`src/rtl/gvl_pkg.sv`:
```
// shared types, constants and term tables for the gravity leveling block
// no dependencies; imported by every module of the block
package gvl_pkg;

  localparam int COUNT_BITS_DEF = 24;
  localparam int STAMP_BITS_DEF = 48;

  localparam int MIN_W      = 24;
  localparam int DUR_W      = 40;
  localparam int SUM_W      = 56;
  localparam int MUL_W      = 33;
  localparam int ACC_W      = 68;
  localparam int CFG_IDX_W  = 2;
  localparam int CFG_DATA_W = 40;

  localparam logic [CFG_IDX_W-1:0] REG_MIN_SAMPLES    = 2'd0;
  localparam logic [CFG_IDX_W-1:0] REG_CALIB_DURATION = 2'd1;
  localparam logic [CFG_IDX_W-1:0] REG_PASS_BEFORE    = 2'd2;

  localparam logic [MIN_W-1:0] MIN_SAMPLES_RST    = 24'd800;
  localparam logic [DUR_W-1:0] CALIB_DURATION_RST = 40'd2000000;

  localparam logic OP_IMU   = 1'b0;
  localparam logic OP_POINT = 1'b1;

  localparam logic [31:0] ONE_Q30   = 32'h4000_0000;
  localparam logic [31:0] HALF_Q30  = 32'h2000_0000;
  localparam logic [63:0] NORM_LOW  = 64'h0400_0000_0000_0000;
  localparam logic [63:0] NORM_HIGH = 64'h2400_0000_0000_0000;

  typedef enum logic [4:0] {
    S_IDLE, S_ACCUM, S_CHECK, S_MAX, S_NORM, S_SQ, S_SQRT_N, S_LSQ, S_SQRT_L,
    S_QDIV, S_SIGN, S_MAT, S_ROT, S_OTOT, S_OPROD, S_ONSQ, S_SQRT_O, S_ODIV, S_FINISH
  } state_e;

  typedef enum logic [1:0] {Q_W, Q_X, Q_Y, Q_ZERO} qsel_e;

  typedef struct packed {
    qsel_e a;
    qsel_e b;
    logic  neg;
  } mat_term_t;

  typedef struct packed {
    logic [1:0] bidx;
    logic       neg;
  } prod_term_t;

  typedef struct packed {
    logic en;
    logic clr;
    logic neg;
  } mac_ctl_t;

  // product terms of the rotation matrix of a quaternion with zero z
  function automatic mat_term_t mat_term(logic [3:0] ent, logic term);
    mat_term_t t;
    t = '{a: Q_ZERO, b: Q_ZERO, neg: 1'b0};
    unique case (ent)
      4'd0: if (!term) t = '{a: Q_Y, b: Q_Y, neg: 1'b0};
      4'd1: if (!term) t = '{a: Q_X, b: Q_Y, neg: 1'b0};
      4'd2: if (!term) t = '{a: Q_W, b: Q_Y, neg: 1'b0};
      4'd3: if (!term) t = '{a: Q_X, b: Q_Y, neg: 1'b0};
      4'd4: if (!term) t = '{a: Q_X, b: Q_X, neg: 1'b0};
      4'd5: if (!term) t = '{a: Q_W, b: Q_X, neg: 1'b1};
      4'd6: if (!term) t = '{a: Q_W, b: Q_Y, neg: 1'b1};
      4'd7: if (!term) t = '{a: Q_W, b: Q_X, neg: 1'b0};
      4'd8: t = term ? '{a: Q_Y, b: Q_Y, neg: 1'b0} : '{a: Q_X, b: Q_X, neg: 1'b0};
      default: t = '{a: Q_ZERO, b: Q_ZERO, neg: 1'b0};
    endcase
    return t;
  endfunction

  // hamilton product terms: term k uses level component k (w, x, y)
  function automatic prod_term_t prod_term(logic [1:0] row, logic [1:0] term);
    prod_term_t t;
    t = '{bidx: 2'd0, neg: 1'b0};
    unique case ({row, term})
      4'b00_00: t = '{bidx: 2'd0, neg: 1'b0};
      4'b00_01: t = '{bidx: 2'd1, neg: 1'b1};
      4'b00_10: t = '{bidx: 2'd2, neg: 1'b1};
      4'b01_00: t = '{bidx: 2'd1, neg: 1'b0};
      4'b01_01: t = '{bidx: 2'd0, neg: 1'b0};
      4'b01_10: t = '{bidx: 2'd3, neg: 1'b0};
      4'b10_00: t = '{bidx: 2'd2, neg: 1'b0};
      4'b10_01: t = '{bidx: 2'd3, neg: 1'b1};
      4'b10_10: t = '{bidx: 2'd0, neg: 1'b0};
      4'b11_00: t = '{bidx: 2'd3, neg: 1'b0};
      4'b11_01: t = '{bidx: 2'd2, neg: 1'b0};
      4'b11_10: t = '{bidx: 2'd1, neg: 1'b1};
      default:  t = '{bidx: 2'd0, neg: 1'b0};
    endcase
    return t;
  endfunction

endpackage

```
`src/rtl/gvl_mac.sv`:
```
// shared signed multiply-accumulate unit
// depends on gvl_pkg for widths and the control struct
module gvl_mac import gvl_pkg::*; (
  input  logic                    clk_i,
  input  mac_ctl_t                ctl_i,
  input  logic signed [MUL_W-1:0] a_i,
  input  logic signed [MUL_W-1:0] b_i,
  output logic signed [ACC_W-1:0] acc_o
);

  logic signed [2*MUL_W-1:0] prod;
  logic signed [ACC_W-1:0]   term, base, acc_d, acc_q;

  always_comb begin
    prod  = a_i * b_i;
    term  = ACC_W'(prod);
    base  = ctl_i.clr ? '0 : acc_q;
    acc_d = ctl_i.neg ? base - term : base + term;
  end

  always_ff @(posedge clk_i) begin
    if (ctl_i.en) begin
      acc_q <= acc_d;
    end
  end

  assign acc_o = acc_q;

endmodule

```
`config.mk`:
```
export PLATFORM = sky130hd
export DESIGN_NAME = gvl_mac
export DESIGN_NICKNAME = d
export VERILOG_FILES = /design/src/rtl/gvl_pkg.sv /design/src/rtl/gvl_mac.sv
export SDC_FILE = /design/constraint.sdc
export NUM_CORES = 2
export LEC_CHECK = 0
export ABC_AREA = 1
export BUFFER_PORTS_ARGS = -buffer_cell sky130_fd_sc_hd__buf_2
export CAP_MARGIN = 20
export CORE_MARGIN = 1
export CORE_UTILIZATION = 43
export DETAILED_ROUTE_END_ITERATION = 12
export PLACE_DENSITY = 0.58
export SLEW_MARGIN = 40
export SYNTH_ARGS = -nofsm -noshare
export SYNTH_HDL_FRONTEND = slang
export SYNTH_SLANG_ARGS = --single-unit
```
`constraint.sdc`:
```
create_clock -name clk_i -period 27.6 [get_ports clk_i]
set_clock_uncertainty 0.05 [all_clocks]
set_input_delay 5.52 -clock clk_i [delete_from_list [all_inputs] [get_ports clk_i]]
set_output_delay 5.52 -clock clk_i [all_outputs]
set_load 0.005 [all_outputs]
```
---- Word-level counts from Yosys, hierarchy flattened ----
Index checks and enable logic that the tools add are counted.
storage, ports and cells
  logic and storage cells ................. 6
  output and inout port bits .............. 68
  register bits ........................... 68
operators by class
  multiplexer cells ....................... 2
  multipliers ............................. 1
  add/sub/neg operators ................... 2
operators by type and width
  cell            count
  $mux 68         2
  $add 68x66->68  1
  $sub 68x66->68  1
  $mul 33x33->66  1

---- Depth between registers and ports, before layout ----
  depth in word-level cells ............... 3
  mapped depth ............................ 58
  depth with buffers taken out ............ 56

---- Worst setup path before layout ----
No wires, ideal clock.
  path type ............................... in2reg
  start ................................... input port a_i[32]
  end ..................................... register acc_q[67], in the netlist acc_o[67], data pin
  buffers on the path ..................... 2
  arrival ................................. 14476 ps
  slack ................................... 12822 ps
  cell stages on the path ................. 51
  path through ............................ clkbuf_1 clkbuf_1 nand2_1 inv_1 fa_1 fa_1 inv_1 fa_1 inv_1 fa_1 inv_1 fa_1 inv_1 fa_1 inv_1 fa_1 fa_1 inv_1 [... 15 more ...] nand2_1 nand2_1 o21ai_0 ha_1 nand2_1 nor2_1 inv_1 nor2_1 inv_1 nor2_1 nand3_1 o21ai_1 nand2_1 nand2_1 xor2_1 inv_1 nand2_1 nand2_1
between the ends
  cells in the longest elaborated chain, start to end .. 3
  elaborated cells between the ends (all ways) .. 4
RTL lines
  item                                              RTL line       source
  start, declared                                   gvl_mac.sv:6   input logic signed [MUL_W-1:0] a_i,
  $mul 33x33->66 *                                  gvl_mac.sv:15  prod = a_i * b_i;
  $add 68x66->68 or $sub 68x66->68 (tied branches)  gvl_mac.sv:18  acc_d = ctl_i.neg ? base - term : base + term;
  $mux 68 *                                         gvl_mac.sv:18
  via acc_d[67]                                     gvl_mac.sv:12  logic signed [ACC_W-1:0] term, base, acc_d, acc_q;
  end signal, assigned                              gvl_mac.sv:23  acc_q <= acc_d;
  end, declared                                     gvl_mac.sv:12
Mark *: on every way through the listed nets, which the timed path passes. The rest lies on a longest branch.
A chain may end at the register's enable or synchronous reset.

---- Final worst setup path ----
  start ................................... input port b_i[6]
  end ..................................... register acc_q[64], in the netlist acc_o[64], data pin
between the ends
  cells in the longest elaborated chain, start to end .. 3
  elaborated cells between the ends (all ways) .. 4
RTL lines
  item                                              RTL line       source
  start, declared                                   gvl_mac.sv:7   input logic signed [MUL_W-1:0] b_i,
  $mul 33x33->66 *                                  gvl_mac.sv:15
  $add 68x66->68 or $sub 68x66->68 (tied branches)  gvl_mac.sv:18
  $mux 68 *                                         gvl_mac.sv:18
  via acc_d[64]                                     gvl_mac.sv:12
Marked as above.

==> flow_metrics.tcl <==
set metrics [dict create \
    critPathKind "primary input to flip-flop" \
    synthTopCellsByArea "fa_1, inv_1, nand2_1" \
    vias_per_cell 4.925 \
    track_usage 0.2639 \
    num_vias 41760 \
    cts_made_buffers 9 \
    synth_top_area_frac 0.4469 \
    syn-num-nets 8543 \
    grt_pass1_vias 44400 \
    max_slew_margin 0.3978 \
    hpwlAfterDp_mm 131.1 \
    clkTransAtPathRegs_ps 70 \
    die_h_um 347.5 \
    min_path_cells 5 \
    grt_antenna_before_repair 7 \
    fillers 12290 \
    hold_buffers 0 \
    final_net_count 8435 \
    status "finished clean" \
    drt-total-wl_mm 152.3 \
    first_iter_violations 2987 \
    cpPeakStageDelay_ps 960 \
    cp.required_ps 27650 \
    top_usage_layer "met2" \
    maxCapViolCount 0 \
    postRouteAntennaNets 0 \
    finalHoldViolations 0 \
    hold_class "flip-flop to flip-flop" \
    die-width_um 347.5 \
    wl_per_cell_um 17.96 \
    clock_latency_ps 350 \
    drc 0 \
    end_kind "flip-flop" \
    setup_ws_ps 10750 \
    grtUsageMet1 0.3596 \
    yosysSeqAreaShare 0.03978 \
    met2_usage 0.4531 \
    min_from "acc_o[67]" \
    cts_resized 0 \
    grt-ovfl-total 0 \
    cts_setup_buffers 0 \
    portBuffers 137 \
    yosysTopAreaCell "fa_1" \
    r2r_slack_ps 23650 \
    syn_avg_cell_area_sq_um 7.289 \
    clkSinkCount 68 \
    grt_pass1_wl_mm 248.5 \
    worstRegToRegCells 19 \
    synth_area_sq_um 51330 \
    rsz0062_at_grt "no" \
    dieArea_sq_um 120800 \
    syn2layout_area_growth_pct 4.224 \
    largest_register_ffs 68 \
    h-tree-depth 3 \
    fin_util 0.4525 \
    cp.arrival_ps 16900 \
    hold_path_end "acc_o[67]" \
    yosys_warnings 0 \
    cp-start-kind "primary input" \
    instances_no_fill 8480 \
    r2r_end "acc_o[56]" \
    drv_slew 0 \
    reg2reg_from "acc_o[0]" \
    root_buffer "clkbuf_16" \
    drive_gt1_frac 0.03761 \
    initial_core_util 0.4341 \
    fp-row-count 126 \
    dpl.cell_count 8457 \
    finalSetupViolCount 0 \
    worst-path-max-fanout 33 \
    clock.fmax_ghz 0.05933 \
    fin_tns_setup_ps 0 \
    core_sq_um 118200 \
    place_congestion 0.9566 \
    clk_path_buf_depth 2 \
    worst_pin_slew_ps 903.3 \
    met3_usage 0.02693 \
    dr.pass1.iters 6 \
    period_minus_slack_ps 16850 \
    synthDistinctLibCells 48 \
    pre_cts_ws_ps 10540 \
    synth_cells 7042 \
    fin_crit_sh 0.6106 \
    crit_slowest_cell "fa_1" \
    cts_tree "built" \
    ys_ff_latch 68 \
    cpMostUsedCell "nand2_1" \
    ios 138 \
    grt_max_degree 69 \
]
-- synth_stat cells, drive strengths merged --
library cell,instances
inv,2170
nand2,1907
fa,1146
nor2,443
ha,285
clkbuf,271
a21oi,178
nand3,158
xor2,92
o21ai,90
edfxtp,68
nand4,57
xnor2,46
nor3,18
a31oi,17
nand3b,14
or2,13
o21a,10
o21bai,9
buf,8
o211ai,7
a21o,6
and2,5
and3,5
nor4,5
a211oi,4
nor3b,4
o221ai,2
a21boi,1
clkinv,1
o311ai,1
o31ai,1
-- layout make-up --
class                           instances  area [sq um]  share of cell area
Inverter                             2171          8149              0.1523
Tap cell                             1536          1922             0.03592
Antenna cell                            5         12.51           0.0002339
Multi-Input combinational cell       4524         40100              0.7495
Sequential cell                        68          2042             0.03817
Clock inverter                          7         97.59            0.001824
Clock buffer                            9         225.2            0.004210
Timing Repair Buffer                  160         954.7             0.01784
-- metal layers --
layer,share of wire,vias to the layer above
li1,-,19580
met1,0.44,20870
met2,0.48,1136
met3,0.056,170
met4,0.023,2
met5,0.00011,-
-- logic make-up (layout without fill, tap and decap cells) --
group,after synthesis,count (layout),share of synthesized area
flops,68,68,0.03978
compound gates,326,326,0.03449
other cells,0,5,0
simple gates,2629,2629,0.2064
fa+ha+maj,1431,1431,0.5164
xor+xnor,138,138,0.02369
buf+inv,2450,2347,0.1792
-- placed cells by master, fill, tap and decap left out, types with 3 or more instances in the layout --
cell type	n
nor3_2	3
and2_1	4
and3_1	5
o21bai_1	9
buf_4	41
fa_1	1145
diode_2	5
o211ai_1	7
xor2_1	91
buf_2	116
inv_1	2164
nand2_2	23
o21a_1	10
nor4_1	5
nor2_1	421
clkbuf_16	9
nand2_4	3
nand4_1	56
nor2_2	19
nand3_2	5
a31oi_1	17
inv_2	6
nand3_1	153
ha_1	285
edfxtp_1	68
o21ai_0	83
a211oi_1	4
nor3_1	13
nand3b_1	14
o21ai_2	3
xnor2_1	46
nand2_1	1881
or2_2	12
o21ai_1	4
nor2_4	3
a21oi_1	178
a21o_1	6
-- how the worst max path moves through the flow --
| stage | from | to | slack (ps) | cells after the start |
|---|---|---|---|---|
| floorplan | a_i[32] | acc_o[67] | 12820 | 51 |
| global placement | b_i[6] | acc_o[67] | 10360 | 49 |
| detailed placement | b_i[6] | acc_o[67] | 10540 | 50 |
| CTS | b_i[6] | acc_o[67] | 10870 | 50 |
| global route | b_i[6] | acc_o[67] | 9950 | 50 |
| finish | b_i[6] | acc_o[64] | 10750 | 44 |
-- per-stage QoR --
step / area (sq um) / hold WS, ps
finish: 53500 / 767.5
global route: 53500 / 842.9
CTS: 53380 / 788.1
detailed placement: 53060 / 756.7
global placement: 53050 / 765.4
floorplan: 51330 / 722.0
-- critical path: cells and delay by family --
kind	cells	cell delay [ps]
buffers and inverters	10	1750
adder cells (fa/ha/maj)	10	5460
AND/OR/NAND/NOR	22	3860
XOR/XNOR	2	260
Power is not shown: default switching activity piles up to over one toggle a cycle in this logic, so the estimate is an artifact.
