## src/rtl/gvl_pkg.sv

```systemverilog
// shared types, constants and term tables for the gravity leveling block
// no dependencies; imported by every module of the block
package gvl_pkg;

  localparam int COUNT_BITS_DEF = 24;
  localparam int STAMP_BITS_DEF = 48;

  localparam int MIN_W      = 24;
  localparam int DUR_W      = 40;
  localparam int SUM_W      = 56;
  localparam int MUL_W      = 33;
  localparam int ACC_W      = 68;
  localparam int CFG_IDX_W  = 2;
  localparam int CFG_DATA_W = 40;

  localparam logic [CFG_IDX_W-1:0] REG_MIN_SAMPLES    = 2'd0;
  localparam logic [CFG_IDX_W-1:0] REG_CALIB_DURATION = 2'd1;
  localparam logic [CFG_IDX_W-1:0] REG_PASS_BEFORE    = 2'd2;

  localparam logic [MIN_W-1:0] MIN_SAMPLES_RST    = 24'd800;
  localparam logic [DUR_W-1:0] CALIB_DURATION_RST = 40'd2000000;

  localparam logic OP_IMU   = 1'b0;
  localparam logic OP_POINT = 1'b1;

  localparam logic [31:0] ONE_Q30   = 32'h4000_0000;
  localparam logic [31:0] HALF_Q30  = 32'h2000_0000;
  localparam logic [63:0] NORM_LOW  = 64'h0400_0000_0000_0000;
  localparam logic [63:0] NORM_HIGH = 64'h2400_0000_0000_0000;

  typedef enum logic [4:0] {
    S_IDLE, S_ACCUM, S_CHECK, S_MAX, S_NORM, S_SQ, S_SQRT_N, S_LSQ, S_SQRT_L,
    S_QDIV, S_SIGN, S_MAT, S_ROT, S_OTOT, S_OPROD, S_ONSQ, S_SQRT_O, S_ODIV, S_FINISH
  } state_e;

  typedef enum logic [1:0] {Q_W, Q_X, Q_Y, Q_ZERO} qsel_e;

  typedef struct packed {
    qsel_e a;
    qsel_e b;
    logic  neg;
  } mat_term_t;

  typedef struct packed {
    logic [1:0] bidx;
    logic       neg;
  } prod_term_t;

  typedef struct packed {
    logic en;
    logic clr;
    logic neg;
  } mac_ctl_t;

  // product terms of the rotation matrix of a quaternion with zero z
  function automatic mat_term_t mat_term(logic [3:0] ent, logic term);
    mat_term_t t;
    t = '{a: Q_ZERO, b: Q_ZERO, neg: 1'b0};
    unique case (ent)
      4'd0: if (!term) t = '{a: Q_Y, b: Q_Y, neg: 1'b0};
      4'd1: if (!term) t = '{a: Q_X, b: Q_Y, neg: 1'b0};
      4'd2: if (!term) t = '{a: Q_W, b: Q_Y, neg: 1'b0};
      4'd3: if (!term) t = '{a: Q_X, b: Q_Y, neg: 1'b0};
      4'd4: if (!term) t = '{a: Q_X, b: Q_X, neg: 1'b0};
      4'd5: if (!term) t = '{a: Q_W, b: Q_X, neg: 1'b1};
      4'd6: if (!term) t = '{a: Q_W, b: Q_Y, neg: 1'b1};
      4'd7: if (!term) t = '{a: Q_W, b: Q_X, neg: 1'b0};
      4'd8: t = term ? '{a: Q_Y, b: Q_Y, neg: 1'b0} : '{a: Q_X, b: Q_X, neg: 1'b0};
      default: t = '{a: Q_ZERO, b: Q_ZERO, neg: 1'b0};
    endcase
    return t;
  endfunction

  // hamilton product terms: term k uses level component k (w, x, y)
  function automatic prod_term_t prod_term(logic [1:0] row, logic [1:0] term);
    prod_term_t t;
    t = '{bidx: 2'd0, neg: 1'b0};
    unique case ({row, term})
      4'b00_00: t = '{bidx: 2'd0, neg: 1'b0};
      4'b00_01: t = '{bidx: 2'd1, neg: 1'b1};
      4'b00_10: t = '{bidx: 2'd2, neg: 1'b1};
      4'b01_00: t = '{bidx: 2'd1, neg: 1'b0};
      4'b01_01: t = '{bidx: 2'd0, neg: 1'b0};
      4'b01_10: t = '{bidx: 2'd3, neg: 1'b0};
      4'b10_00: t = '{bidx: 2'd2, neg: 1'b0};
      4'b10_01: t = '{bidx: 2'd3, neg: 1'b1};
      4'b10_10: t = '{bidx: 2'd0, neg: 1'b0};
      4'b11_00: t = '{bidx: 2'd3, neg: 1'b0};
      4'b11_01: t = '{bidx: 2'd2, neg: 1'b0};
      4'b11_10: t = '{bidx: 2'd1, neg: 1'b1};
      default:  t = '{bidx: 2'd0, neg: 1'b0};
    endcase
    return t;
  endfunction

endpackage

```

## src/rtl/gvl_div.sv

```systemverilog
// iterative restoring divider, 64-bit numerator over 32-bit divisor, quotient below 2^32
// depends on gvl_pkg (imported for house consistency)
module gvl_div import gvl_pkg::*; (
  input  logic        clk_i,
  input  logic        rst_ni,
  input  logic        start_i,
  input  logic [63:0] num_i,
  input  logic [31:0] den_i,
  output logic [31:0] quo_o,
  output logic        done_o
);

  logic [31:0] rem_q, num_q, quo_q, den_q;
  logic [4:0]  cnt_q;
  logic        busy_q, done_q, ge;
  logic [32:0] rem2, diff;

  always_comb begin
    rem2 = {rem_q, num_q[31]};
    diff = rem2 - {1'b0, den_q};
    ge   = rem2 >= {1'b0, den_q};
  end

  always_ff @(posedge clk_i or negedge rst_ni) begin
    if (!rst_ni) begin
      busy_q <= 1'b0;
      done_q <= 1'b0;
      cnt_q  <= '0;
    end else begin
      done_q <= 1'b0;
      if (start_i) begin
        busy_q <= 1'b1;
        cnt_q  <= '0;
      end else if (busy_q) begin
        cnt_q <= cnt_q + 5'd1;
        if (&cnt_q) begin
          busy_q <= 1'b0;
          done_q <= 1'b1;
        end
      end
    end
  end

  always_ff @(posedge clk_i) begin
    if (start_i) begin
      rem_q <= num_i[63:32];
      num_q <= num_i[31:0];
      den_q <= den_i;
    end else if (busy_q) begin
      rem_q <= ge ? diff[31:0] : rem2[31:0];
      quo_q <= {quo_q[30:0], ge};
      num_q <= {num_q[30:0], 1'b0};
    end
  end

  assign quo_o  = quo_q;
  assign done_o = done_q;

endmodule

```

## config.mk

```make
export PLATFORM = sky130hd
export DESIGN_NAME = gvl_div
export DESIGN_NICKNAME = d
export VERILOG_FILES = /design/src/rtl/gvl_pkg.sv /design/src/rtl/gvl_div.sv
export SDC_FILE = /design/constraint.sdc
export NUM_CORES = 1
export LEC_CHECK = 0
export ABC_CLOCK_PERIOD_IN_PS = 8800
export BUFFER_PORTS_ARGS = -buffer_cell sky130_fd_sc_hd__buf_2
export CAP_MARGIN = 10
export CORE_ASPECT_RATIO = 0.8
export CORE_MARGIN = 5
export CORE_UTILIZATION = 50
export DETAILED_ROUTE_END_ITERATION = 7
export GPL_TIMING_DRIVEN = 0
export PLACE_DENSITY = 0.79
export SLEW_MARGIN = 5
export SYNTH_ARGS = -nofsm -noshare
export SYNTH_HDL_FRONTEND = slang
export SYNTH_SLANG_ARGS = --single-unit
```

## constraint.sdc

```tcl
create_clock -name clk_i -period 8.8 [get_ports clk_i]
set_input_delay 0.88 -clock clk_i [delete_from_list [all_inputs] [get_ports clk_i]]
set_output_delay 0.88 -clock clk_i [all_outputs]
set_load 0.01 [all_outputs]
```

After elaboration in Yosys (flattened, before gate mapping). Index checks and enable logic that the tools add are counted.

Bitwise gates (word level): 1. Order comparisons: 1. Add/sub/neg operators: 2. Reduce and logical (&&, ||, !) cells: 3. Muxes and demuxes: 13.

Operators by type and width (count): $mux W32 (5); $ge A33 B32 Y1 (1); $sub A32 B32 Y32 (1); $mux W5 (2); $mux W1 (6); $add A5 B1 Y5 const B (1); $reduce_and A5 Y1 (1); $reduce_and A2 Y1 (1); $reduce_bool A2 Y1 (1); $not A1 Y1 (1).

Logic and storage cells: 27. Input bits: 99. Register bits after elaboration: 135.

Depth between registers and ports, before layout.
Depth after elaboration: 4. Depth in mapped cells: 14.

Least setup slack after synthesis. OpenSTA, ideal clock, no wires.

Kind: input -> register. From: input start_i. To: register quo_q[0], in the netlist quo_o[0], enable pin. Buffers on the path: 2. Stages on the path: 3. Data arrival time: 2.712 ns. Setup slack: 5.663 ns. Path through: clkbuf_1 > clkbuf_1 > nor2b_1.

Cells in the longest elaborated chain, start to end: 2.

RTL lines: start, declared (line gvl_div.sv:6) `input logic start_i,`; $not A1 Y1 (no source line); $reduce_and A2 Y1 (no source line); end signal, assigned (line gvl_div.sv:51) `quo_q <= {quo_q[30:0], ge};`; end, declared (line gvl_div.sv:13) `logic [31:0] rem_q, num_q, quo_q, den_q;`.

Every way passes these cells. A chain may end at the register's enable or synchronous reset.

Worst setup path in the final report.
From: register rem_q[7]. To: register rem_q[6] (data pin).

Cells in the longest elaborated chain, start to end: 4.

RTL lines: start, declared (line gvl_div.sv:13); start signal, assigned (line gvl_div.sv:46) `rem_q <= num_i[63:32];`; start signal, assigned (line gvl_div.sv:50) `rem_q <= ge ? diff[31:0] : rem2[31:0];`; $ge A33 B32 Y1 (line gvl_div.sv:21) `ge = rem2 >= {1'b0, den_q};`; $mux W32 (line gvl_div.sv:50); $mux W32 (line gvl_div.sv:49) `end else if (busy_q) begin`; $mux W32 (line gvl_div.sv:45) `if (start_i) begin`.

Every way passes these cells. The select of a mux whose other input is x is not followed.

==> flow_summary_export.csv <==
group,metric,value,unit
place,gp_congestion,0.923,
place,place_hpwl,13.0,mm
cts,ctsRootBufferMaster,"sky130_fd_sc_hd__clkbuf_16",
die,core,14400,sq um
worst_setup_path,worstPathArrival,3.95,ns
logic_synthesis,synth_adder_area_share,6.03,%
place,worst_slack_at_placement,4.77,ns
logic_synthesis,postSynthRegisterBits,135,
logic_synthesis,muxShareOfSynthArea,12.4,%
logic_synthesis,netlist_instances,595,
sta,fin_worst_skew,0.0118,ns
die,floorplan.initialDensity,51.3,%
finish,mostFrequentLayoutCells,"135 x sky130_fd_sc_hd__buf_2, 128 x sky130_fd_sc_hd__edfxtp_1, 53 x sky130_fd_sc_hd__mux2_2",
worst_setup_path,crit_type,"reg -> reg",
grt,pin_count_of_the_biggest_net_entering_global_routing,65,
run,drv.max_cap_violation_count,0,
sta,rsz0062_at_grt,"no",
finish,mostFrequentLayoutCell,"sky130_fd_sc_hd__buf_2",
cts,post-cts-setup-buffers,0,
finish,final.fill_count,1164,
cts,worst_setup_hold_path_clk_slew,0.06,ns
logic_synthesis,synth_cell_types,63,
logic_synthesis,synthSimpleGateAreaFrac,9.20,%
grt,grt_pass1_vias,5653,
die,die_w,146,microns
logic_synthesis,post_synthesis_compound_gate_area_fraction,11.0,%
die,boundaryPins,132,
logic_synthesis,ys.flop_type,"sky130_fd_sc_hd__edfxtp_1",
finish,final_net_count,880,
die,placement_rows,39,
cts,cts_tree,"done",
cts,cts_buffers,17,
grt,grtUsageTotal,20.6,%
sta,finalHoldViolCount,0,
logic_synthesis,synth_seq_area_share,54.4,%
power_and_ir_drop,worst_ir_drop_vdd,0.000152,V
sta,slew-limit-headroom,37.3,%
sta,timing_worst_slew_pin_value,0.941,ns
sta,finalHoldWorstSlack,0.285,ns
logic_synthesis,synth_xor_xnor_area_share,3.20,%
sta,finalSetupViolations,0,
logic_synthesis,summed_instance_area_of_the_synthesized_netlist,7390,sq um
outcome,run_status,"finished, final reports clean",
logic_synthesis,async_set_or_reset_flop_fraction_in_the_synthesized_netlist,5.19,%
worst_setup_path,endpoint_required_time_on_the_critical_path,8.97,ns
power_and_ir_drop,p_leak,0.00376,uW
sta,fin_setup_tns,0,ns
place,dpl-instance-area,8290,sq um
drt,wl_per_cell,18.8,microns
logic_synthesis,combinational_family_with_the_most_area_after_synthesis,"multiplexers",
sta,period_minus_slack,3.78,ns
sta,pins_over_slew_limit,0,
drt,final_antenna_net_count,0,
cts,cts_htree_levels,4,
drt,drt_first_pass_iters,5,
grt,overflow,0,
grt,grt_antenna_before_repair,1,
sta,timing.final.ws_setup,5.02,ns
die,floorplan.die_area,17300,sq um
finish,antenna_cells,0,
drt,wirelength,17.8,mm
drt,routed_via_density,5.65,
place,placement.io_buffers,131,
cts,clk_path_buf_depth,2,
cts,clock_sink_count,135,
die,die_height,119,microns
cts,cts-resized-gates,0,
power_and_ir_drop,power.density_cell_area,331,nW/um^2
finish,fraction_of_layout_instances_using_a_drive_strength_above_1,32.5,%
cts,worst_skew_pair.late_latency,0.43,ns
worst_setup_path,cp_max_fo,10,
sta,peak_freq,264,MHz
finish,stdcell_area,8840,sq um
drt,dr_total_vias,5332,
sta,post-route-period-util,43.0,%
drt,drt_drc_violations_left,0,
finish,syn_to_final_growth,19.6,%
logic_synthesis,synth_enable_flop_cells,128,
logic_synthesis,syn-num-nets,729,
cts,ctsHoldBuffers,0,
worst_setup_path,worst_setup_path_start_kind,"flop",
drt,detail_route.iter0.violations,332,
logic_synthesis,count_of_yosys_warnings_during_synthesis,0,
logic_synthesis,post_synth.cell_area_avg,12.4,sq um
worst_setup_path,timing.critical_path.to_type,"flop",
grt,wire_length_of_the_first_global_routing_pass,28.5,mm
min_path,worstHoldPathType,"in -> async",
finish,finalCoreUtilization,61.4,%
[flip-flops by register name, summed over array words and instances (netlist names)]
register  count
done_o        1
quo_o        32
den_q        32
num_q        32
rem_q        32
cnt_q         5
busy_q        1
[worst paths after layout]
| kind | start | endpoint | slack (ns) | depth (start not counted) |
|---|---|---|---|---|
| min in group clk_i | quo_o[22]$_DFFE_PP_ | quo_o[23]$_DFFE_PP_ | 0.44 | 0 |
| max in group asynchronous | rst_ni | cnt_q[3]$_DFFE_PN0P_ | 8.35 | 1 |
| setup / recovery | rem_q[7]$_DFFE_PP_ | rem_q[6]$_DFFE_PP_ | 5.02 | 11 |
| setup reg to reg | rem_q[7]$_DFFE_PP_ | rem_q[6]$_DFFE_PP_ | 5.02 | 11 |
| hold / removal | rst_ni | cnt_q[1]$_DFFE_PN0P_ | 0.28 | 1 |
| hold reg to reg | quo_o[22]$_DFFE_PP_ | quo_o[23]$_DFFE_PP_ | 0.44 | 0 |
[per-stage QoR]
stage,instances,power [uW]
3_5_place_dp,911,2250
4_1_cts,943,2920
3_3_place_gp,910,2220
2_1_floorplan,595,1950
5_1_grt,943,3100
6_report,943,2920
[where the power goes]
group / internal, uW / total (uW) / switching (uW) / leakage [uW]
Clock: 365 / 654 / 289 / 0.000262
Sequential: 858 / 921 / 63.1 / 0.00140
Combinational: 641 / 1350 / 706 / 0.00210
[Yosys cell counts, drive strengths merged (9+ instances only)]
cell    number  share of area [%]
xnor2       18                2.1
inv         38                1.9
xor2         9                1.1
a21o        16                1.6
edfxtp     128                 52
nand2       26                1.3
ha          34                5.8
o21ai       28                1.9
clkbuf      23                1.2
nor2b       10               0.85
nand4       11               0.93
nor2        39                2.0
mux2        69                 11
a21oi       33                2.4
[per-layer routing]
metal	global-route usage (%)	routed length (microns)	share of wire, %
met1	27.3	7910	45
met2	32.3	8160	46
met3	6.96	1410	7.9
met4	6.58	265	1.5
met5	0	7	0.039
[worst max-delay path: stages (launching register included)]
cell                       delay, ns
sky130_fd_sc_hd__edfxtp_1       0.40
sky130_fd_sc_hd__ha_1           0.40
sky130_fd_sc_hd__a21oi_1        0.32
sky130_fd_sc_hd__o21ai_1        0.19
sky130_fd_sc_hd__nor4b_2        0.35
sky130_fd_sc_hd__o32ai_1        0.23
sky130_fd_sc_hd__a41o_1         0.32
sky130_fd_sc_hd__a21oi_4        0.40
sky130_fd_sc_hd__inv_2          0.14
sky130_fd_sc_hd__buf_6          0.19
sky130_fd_sc_hd__mux2_4         0.31
sky130_fd_sc_hd__mux2_2         0.26
[logic make-up (layout without fill, tap and decap cells)]
group                    count (synthesis)  in the layout
AND/OR/NAND/NOR                        132            132
adder cells (fa/ha/maj)                 35             35
multiplexers                            77             77
AO/OA/AOI/OAI                          121            121
XOR/XNOR                                27             27
flip-flops                             135            135
buffers and inverters                   68            232
[area by class of cell]
type                    count  area, sq um  share of cell area, %
multi-input cells         392         3090                   35.0
clock inverters            15          118                   1.33
well taps                 184          230                   2.61
plain buffers              30          138                   1.56
repair buffers            132          671                   7.59
clock buffers              17          425                   4.81
flip-flops and latches    135         4020                   45.5
inverters                  38          143                   1.61
Note: power is estimated with default switching activity, not from simulation.
