==> src/rtl/gvl_pkg.sv <==
// shared types, constants and term tables for the gravity leveling block
// no dependencies; imported by every module of the block
package gvl_pkg;

  localparam int COUNT_BITS_DEF = 24;
  localparam int STAMP_BITS_DEF = 48;

  localparam int MIN_W      = 24;
  localparam int DUR_W      = 40;
  localparam int SUM_W      = 56;
  localparam int MUL_W      = 33;
  localparam int ACC_W      = 68;
  localparam int CFG_IDX_W  = 2;
  localparam int CFG_DATA_W = 40;

  localparam logic [CFG_IDX_W-1:0] REG_MIN_SAMPLES    = 2'd0;
  localparam logic [CFG_IDX_W-1:0] REG_CALIB_DURATION = 2'd1;
  localparam logic [CFG_IDX_W-1:0] REG_PASS_BEFORE    = 2'd2;

  localparam logic [MIN_W-1:0] MIN_SAMPLES_RST    = 24'd800;
  localparam logic [DUR_W-1:0] CALIB_DURATION_RST = 40'd2000000;

  localparam logic OP_IMU   = 1'b0;
  localparam logic OP_POINT = 1'b1;

  localparam logic [31:0] ONE_Q30   = 32'h4000_0000;
  localparam logic [31:0] HALF_Q30  = 32'h2000_0000;
  localparam logic [63:0] NORM_LOW  = 64'h0400_0000_0000_0000;
  localparam logic [63:0] NORM_HIGH = 64'h2400_0000_0000_0000;

  typedef enum logic [4:0] {
    S_IDLE, S_ACCUM, S_CHECK, S_MAX, S_NORM, S_SQ, S_SQRT_N, S_LSQ, S_SQRT_L,
    S_QDIV, S_SIGN, S_MAT, S_ROT, S_OTOT, S_OPROD, S_ONSQ, S_SQRT_O, S_ODIV, S_FINISH
  } state_e;

  typedef enum logic [1:0] {Q_W, Q_X, Q_Y, Q_ZERO} qsel_e;

  typedef struct packed {
    qsel_e a;
    qsel_e b;
    logic  neg;
  } mat_term_t;

  typedef struct packed {
    logic [1:0] bidx;
    logic       neg;
  } prod_term_t;

  typedef struct packed {
    logic en;
    logic clr;
    logic neg;
  } mac_ctl_t;

  // product terms of the rotation matrix of a quaternion with zero z
  function automatic mat_term_t mat_term(logic [3:0] ent, logic term);
    mat_term_t t;
    t = '{a: Q_ZERO, b: Q_ZERO, neg: 1'b0};
    unique case (ent)
      4'd0: if (!term) t = '{a: Q_Y, b: Q_Y, neg: 1'b0};
      4'd1: if (!term) t = '{a: Q_X, b: Q_Y, neg: 1'b0};
      4'd2: if (!term) t = '{a: Q_W, b: Q_Y, neg: 1'b0};
      4'd3: if (!term) t = '{a: Q_X, b: Q_Y, neg: 1'b0};
      4'd4: if (!term) t = '{a: Q_X, b: Q_X, neg: 1'b0};
      4'd5: if (!term) t = '{a: Q_W, b: Q_X, neg: 1'b1};
      4'd6: if (!term) t = '{a: Q_W, b: Q_Y, neg: 1'b1};
      4'd7: if (!term) t = '{a: Q_W, b: Q_X, neg: 1'b0};
      4'd8: t = term ? '{a: Q_Y, b: Q_Y, neg: 1'b0} : '{a: Q_X, b: Q_X, neg: 1'b0};
      default: t = '{a: Q_ZERO, b: Q_ZERO, neg: 1'b0};
    endcase
    return t;
  endfunction

  // hamilton product terms: term k uses level component k (w, x, y)
  function automatic prod_term_t prod_term(logic [1:0] row, logic [1:0] term);
    prod_term_t t;
    t = '{bidx: 2'd0, neg: 1'b0};
    unique case ({row, term})
      4'b00_00: t = '{bidx: 2'd0, neg: 1'b0};
      4'b00_01: t = '{bidx: 2'd1, neg: 1'b1};
      4'b00_10: t = '{bidx: 2'd2, neg: 1'b1};
      4'b01_00: t = '{bidx: 2'd1, neg: 1'b0};
      4'b01_01: t = '{bidx: 2'd0, neg: 1'b0};
      4'b01_10: t = '{bidx: 2'd3, neg: 1'b0};
      4'b10_00: t = '{bidx: 2'd2, neg: 1'b0};
      4'b10_01: t = '{bidx: 2'd3, neg: 1'b1};
      4'b10_10: t = '{bidx: 2'd0, neg: 1'b0};
      4'b11_00: t = '{bidx: 2'd3, neg: 1'b0};
      4'b11_01: t = '{bidx: 2'd2, neg: 1'b0};
      4'b11_10: t = '{bidx: 2'd1, neg: 1'b1};
      default:  t = '{bidx: 2'd0, neg: 1'b0};
    endcase
    return t;
  endfunction

endpackage

==> src/rtl/gvl_isqrt.sv <==
// iterative 64-bit integer square root, one result bit per cycle
// depends on gvl_pkg (imported for house consistency)
module gvl_isqrt import gvl_pkg::*; (
  input  logic        clk_i,
  input  logic        rst_ni,
  input  logic        start_i,
  input  logic [63:0] arg_i,
  output logic [31:0] root_o,
  output logic        done_o
);

  logic [63:0] v_q, r_q, b_q, sum;
  logic        busy_q, done_q, ge;

  always_comb begin
    sum = r_q + b_q;
    ge  = v_q >= sum;
  end

  always_ff @(posedge clk_i or negedge rst_ni) begin
    if (!rst_ni) begin
      busy_q <= 1'b0;
      done_q <= 1'b0;
    end else begin
      done_q <= 1'b0;
      if (start_i) begin
        busy_q <= 1'b1;
      end else if (busy_q && b_q[0]) begin
        busy_q <= 1'b0;
        done_q <= 1'b1;
      end
    end
  end

  always_ff @(posedge clk_i) begin
    if (start_i) begin
      v_q <= arg_i;
      r_q <= '0;
      b_q <= 64'h4000_0000_0000_0000;
    end else if (busy_q) begin
      if (ge) begin
        v_q <= v_q - sum;
        r_q <= (r_q >> 1) + b_q;
      end else begin
        r_q <= r_q >> 1;
      end
      b_q <= b_q >> 2;
    end
  end

  assign root_o = r_q[31:0];
  assign done_o = done_q;

endmodule

==> config.mk <==
export PLATFORM = sky130hd
export DESIGN_NAME = gvl_isqrt
export DESIGN_NICKNAME = d
export VERILOG_FILES = /design/src/rtl/gvl_pkg.sv /design/src/rtl/gvl_isqrt.sv
export SDC_FILE = /design/constraint.sdc
export NUM_CORES = 1
export LEC_CHECK = 0
export BUFFER_PORTS_ARGS = -buffer_cell sky130_fd_sc_hd__buf_4
export CAP_MARGIN = 20
export CORE_MARGIN = 4
export CORE_UTILIZATION = 40
export CTS_BUF_LIST = sky130_fd_sc_hd__clkbuf_2
export DETAILED_ROUTE_END_ITERATION = 8
export SYNTH_ARGS = -nofsm -noshare
export SYNTH_HDL_FRONTEND = slang
export SYNTH_SLANG_ARGS = --single-unit
==> constraint.sdc <==
create_clock -name clk_i -period 14.7 [get_ports clk_i]
set_clock_uncertainty 0.05 [all_clocks]
set_input_delay 2.94 -clock clk_i [delete_from_list [all_inputs] [get_ports clk_i]]
set_output_delay 2.94 -clock clk_i [all_outputs]
set_load 0.01 [all_outputs]
; ---- Word-level counts from Yosys, hierarchy flattened
; Cells that the tools add are included.
[totals]
input_bits = 67
output_inout_bits = 33
elab_cells = 22
register_bits = 162
[classes]
n_lt_le_gt_ge = 1
mux = 8
n_addsub = 3
reduce_logical = 5
[ops]
columns = cell, count
row1 = $mux 64, 4
row2 = $add 63x63->64, 1
row3 = $add 64x63->64, 1
row4 = $ge 64x64->1, 1
row5 = $sub 64x64->64, 1
row6 = $reduce_bool 2->1, 3
row7 = $mux 1, 4
row8 = $reduce_and 2->1, 1
row9 = $logic_and 1x1->1, 1

; ---- Longest topological paths before layout
[logic_depth]
ltp_word = 5
mapped_depth = 27
ltp_nobuf = 23

; ---- Least setup slack after synthesis
; No wires, ideal clock.
[synth_timing]
kind = register to register
from = reg r_q[2]
to = reg v_q[0] (enable)
path_slack_ns = 4.804
path_stages_with_launch = 23
setup_ns = 0.575
period_less_slack_ns = 9.896
arrival_time_ns = 9.271
path_buffers = 4
path_cell_list = dfxtp_1 -> ha_1 -> a31oi_1 -> o21bai_1 -> a31o_2 -> a21o_1 -> a311oi_1 -> o21bai_1 -> a31oi_1 -> o21ai_0 -> a21oi_1 -> xor2_1 -> ha_1 -> clkbuf_1 -> nand4_1 -> nor4_1 -> o2111a_1 -> o31ai_1 -> and3_1 -> buf_2 -> buf_2 -> clkbuf_1 -> o21ai_0
[synth_between]
elab_chain_cells = 4
[synth_rtl]
columns = element, line_no
row1 = from (decl), gvl_isqrt.sv:12  ; logic [63:0] v_q, r_q, b_q, sum;
row2 = from (signal assigned), gvl_isqrt.sv:43  ; r_q <= (r_q >> 1) + b_q;
row3 = from (signal assigned), gvl_isqrt.sv:45  ; r_q <= r_q >> 1;
row4 = $add 64x63->64, gvl_isqrt.sv:16  ; sum = r_q + b_q;
row5 = $ge 64x64->1, gvl_isqrt.sv:17  ; ge = v_q >= sum;
row6 = $reduce_bool 2->1 (no source line), -
row7 = $reduce_and 2->1 (no source line), -
row8 = to (signal assigned), gvl_isqrt.sv:37  ; v_q <= arg_i;
row9 = to (signal assigned), gvl_isqrt.sv:42  ; v_q <= v_q - sum;
row10 = to (decl), gvl_isqrt.sv:12
; No other way between the ends.
; A chain may end at the register's enable or synchronous reset.

; ---- Final worst setup path
[layout_timing]
from = reg b_q[0]
to = reg v_q[55] (enable)
[layout_between]
elab_chain_cells = 4
[layout_rtl]
columns = element, line_no
row1 = from (decl), gvl_isqrt.sv:12
row2 = from (signal assigned), gvl_isqrt.sv:47  ; b_q <= b_q >> 2;
row3 = $add 64x63->64, gvl_isqrt.sv:16
row4 = $ge 64x64->1, gvl_isqrt.sv:17
row5 = $reduce_bool 2->1 (no source line), -
row6 = $reduce_and 2->1 (no source line), -
; No other way between the ends.

==> impl_metrics.csv <==
group,metric,value,unit
detailed_routing,post_drt_wl_per_cell,19.2,µm
placement,place_inst,2472,
worst_setup_path,worstPathArrival,7980,ps
die,die_y,205,µm
die,die-area,42100,µm²
cts,clock_latency,930,ps
cts,root_buffer,"clkbuf_2",
worst_setup_path,reg2regPathDepth,21,
sta,final.setup.tns,0,ps
synth,synth_cell_types,84,
worst_hold_path,min-delay-start,"r_q[0]",
detailed_routing,drt-vias-per-instance,5.91,
cts,cts_sinks,162,
worst_setup_path,cp_num_buf_inv,2,
worst_setup_path,required,15210,ps
worst_setup_path,r2r-start,"b_q[0]",
placement,postPlaceCellArea,16400,µm²
worst_setup_path,startpoint,"b_q[0]",
synth,synth_area_per_cell,7.78,µm²
die,core-area,38000,µm²
synth,synth_top_area_frac,0.124,
cts,cts_tree,"done",
placement,dpl.hpwl,36800,µm
worst_setup_path,critPathCapture,"v_q[55]",
finish,final_cells,2506,
synth,synthTopCellsByArea,"dfxtp_1 12%, edfxtp_1 12%, ha_1 10%",
die,start_util,0.409,
job,maxCapViolCount,0,
worst_setup_path,critPathMaxStageDelay,680,ps
power,seqPwrFrac,0.252,
detailed_routing,drt-total-wl,48200,µm
worst_setup_path,cp-end-kind,"flip-flop",
die,ioPinCount,100,
synth,synthCells,1997,
synth,synth_seq_cells,162,
cts,cts_buffers,17,
global_routing,grt_antenna_before_repair,1,
worst_setup_path,path_depth,21,
sta,drv_slew,0,
sta,hold_viol,0,
worst_setup_path,rrSetupSlack,7230,ps
worst_setup_path,path_class,"reg2reg",
placement,io_buffers,99,
synth,syn_nets,2195,
worst_setup_path,slowest_stage,"buf_4",
worst_setup_path,path_max_fanout,73,
detailed_routing,route.detailed.drc,0,
cts,postCtsHoldBufs,0,
run_status,status,"finished, final reports clean",
cts,cts_buffer_depth,2,
synth,ys_warn_count,0,
power,p_switching,0.00154,W
power,powerDensity,183,nW/µm²
placement,place_congestion,0.938,
detailed_routing,firstDrtPassIters,5,
worst_setup_path,cp-start-kind,"flip-flop",
finish,final_nets,2178,
sta,fin_ws,7230,ps
worst_setup_path,critical_path.top_delay_family,"compound AO/OA/AOI/OAI gates",
die,num_rows,71,
sta,worstMarginPinSlew,921,ps
cts,h-tree-depth,4,
synth,netlist_area,15500,µm²
global_routing,track_usage,0.226,
finish,synthToLayoutAreaGrowth,6.72,%
synth,ys_seq_area_frac,0.250,
global_routing,grt_max_degree,87,
sta,min_period,7470,ps
cts,cts_setup_buffers,0,
power,p_leak,6.54,nW
sta,rsz0062_at_grt,"false",
sta,max_slew_margin,0.382,
sta,fmax,134,MHz
power,peakVddDrop,117,µV
synth,synthTopCellsByCount,"227 x nand2_1, 210 x nor2_1, 190 x o21ai_0",
finish,layout-drive-gt1-share,0.0963,
worst_setup_path,path_cells,"ha_1 -> ha_1 -> a21oi_1 -> o21bai_1 -> a31oi_1 -> o31ai_1 -> a21oi_1 -> o21ai_0 -> a21oi_1 -> o41ai_1 -> xnor2_1 -> ha_1 -> and3_1 -> nand2_1 -> nor4_1 -> o2111a_1 -> o31ai_1 -> and3_2 -> buf_4 -> o21ai_4 -> buf_4",
power,p_comb_frac,0.659,
finish,final_area,16600,µm²
cts,clk_pin_slew,240,ps
global_routing,gr-total-overflow,0,
power,switching_share,0.507,
synth,async_flop_share,0.0123,
worst_setup_path,reg2reg_to,"v_q[55]",
synth,synth.most_common_cell,"nand2_1",
die,die_x,205,µm
power,clkPwrFrac,0.088,
power,p_int,0.00150,W
synth,synth_flop_cell,"dfxtp_1",
worst_hold_path,hp-class,"reg2reg",
sta,fin_crit_sh,0.508,
synth,yosys.area.top_type,"dfxtp_1",
detailed_routing,vias,14809,
detailed_routing,final_antenna_net_count,0,
sta,setup_violations,0,
synth,synth_edf_count,64,
detailed_routing,first_iter_violations,977,
cts,cts_resized,0,
global_routing,grt_pass1_wl,76500,µm
global_routing,grt_pass1_vias,14251,
placement,dp_slack,7390,ps
## cell type report
cell class                      count  area [µm²]
Multi-Input combinational cell   1648       10800
Antenna cell                        2        5.00
Sequential cell                   162        3900
Inverter                           42         158
Timing Repair Buffer              109         822
Clock inverter                     12         131
Clock buffer                       20         100
Tap cell                          511         639
Fill cell                        3981       21400
## worst reg2reg max path, cell delays in order (launching register included)
cell and delay [ps]:
dfxtp_1 460, ha_1 200, ha_1 180, a21oi_1 90, o21bai_1 170, a31oi_1 180, o31ai_1 590, a21oi_1 270
o21ai_0 620, a21oi_1 300, o41ai_1 450, xnor2_1 110, ha_1 450, and3_1 250, nand2_1 80, nor4_1 610
o2111a_1 290, o31ai_1 100, and3_2 260, buf_4 340, o21ai_4 260, buf_4 680
## power by group through the flow
| stage | clock, W | sequential (W) | combinational, W |
|---|---|---|---|
| floorplan | 0 | 0.000726 | 0.00153 |
| global placement | 0 | 0.000779 | 0.00195 |
| detailed placement | 0 | 0.000774 | 0.00197 |
| CTS | 0.000276 | 0.000768 | 0.00199 |
| global route | 0.000295 | 0.000780 | 0.00221 |
| finish | 0.000268 | 0.000767 | 0.00200 |
## cells in the final DEF, fill, tap and decap left out, drive strengths merged, types with 12 or more instances in the layout
cell type | synthesis | routed
o21ai | 192 | 192
o211ai | 12 | 12
nor2b | 15 | 15
mux2i | 48 | 48
o21a | 16 | 16
nor2 | 210 | 210
a311oi | 23 | 23
or3 | 25 | 25
o21bai | 35 | 35
xnor2 | 67 | 67
nand2b | 15 | 15
edfxtp | 64 | 64
a221oi | 13 | 13
dfxtp | 96 | 96
a31o | 17 | 17
o31ai | 14 | 14
clkbuf | 100 | 20
nand2 | 227 | 227
nor3 | 29 | 29
ha | 130 | 130
a31oi | 74 | 74
inv | 42 | 46
nand4 | 46 | 46
buf | 45 | 109
a21o | 41 | 41
and2 | 13 | 13
a21oi | 113 | 113
nand3 | 35 | 35
a211oi | 31 | 31
and3 | 15 | 15
xor2 | 76 | 76
## per-stage QoR
step	power (W)	hold slack, ps	utilization
CTS	0.00303	488	0.436
finish	0.00304	482	0.436
global route	0.00329	506	0.436
global placement	0.00273	449	0.430
detailed placement	0.00275	461	0.430
floorplan	0.00226	424	-
## worst min path at each step
stage                         to  slack, ps  cells past startpoint
final                     r_q[0]        480                      2
after global routing      r_q[0]        510                      2
after CTS                 r_q[0]        490                      2
after detailed placement  r_q[0]        460                      2
after global placement    r_q[0]        450                      2
after floorplan           busy_q        420                      1
## cells by family after synthesis
logic type	share of synthesized area
xor gates and xnor gates	0.0806
DFF	0.250
adders and majority gates	0.106
and+or+nand+nor	0.197
muxes	0.0345
buffers and inverters	0.0535
AOI/OAI and AO/OA	0.278
## flip-flops by register name (all words and copies together), names as in the netlist
| signal | cells |
|---|---|
| busy_q | 1 |
| v_q | 64 |
| b_q | 32 |
| done_o | 1 |
| r_q | 64 |
## routing by layer
layer | share of wire | vias up | wire [µm] | GRT usage
met2 | 0.49 | 321 | 23600 | 0.394
met1 | 0.44 | 7089 | 21000 | 0.285
met3 | 0.051 | 67 | 2470 | 0.0432
met5 | 0 | - | 0 | 0
met4 | 0.024 | 0 | 1150 | 0.0644
li1 | - | 7332 | - | -
Power figures use the tool's default switching activity.
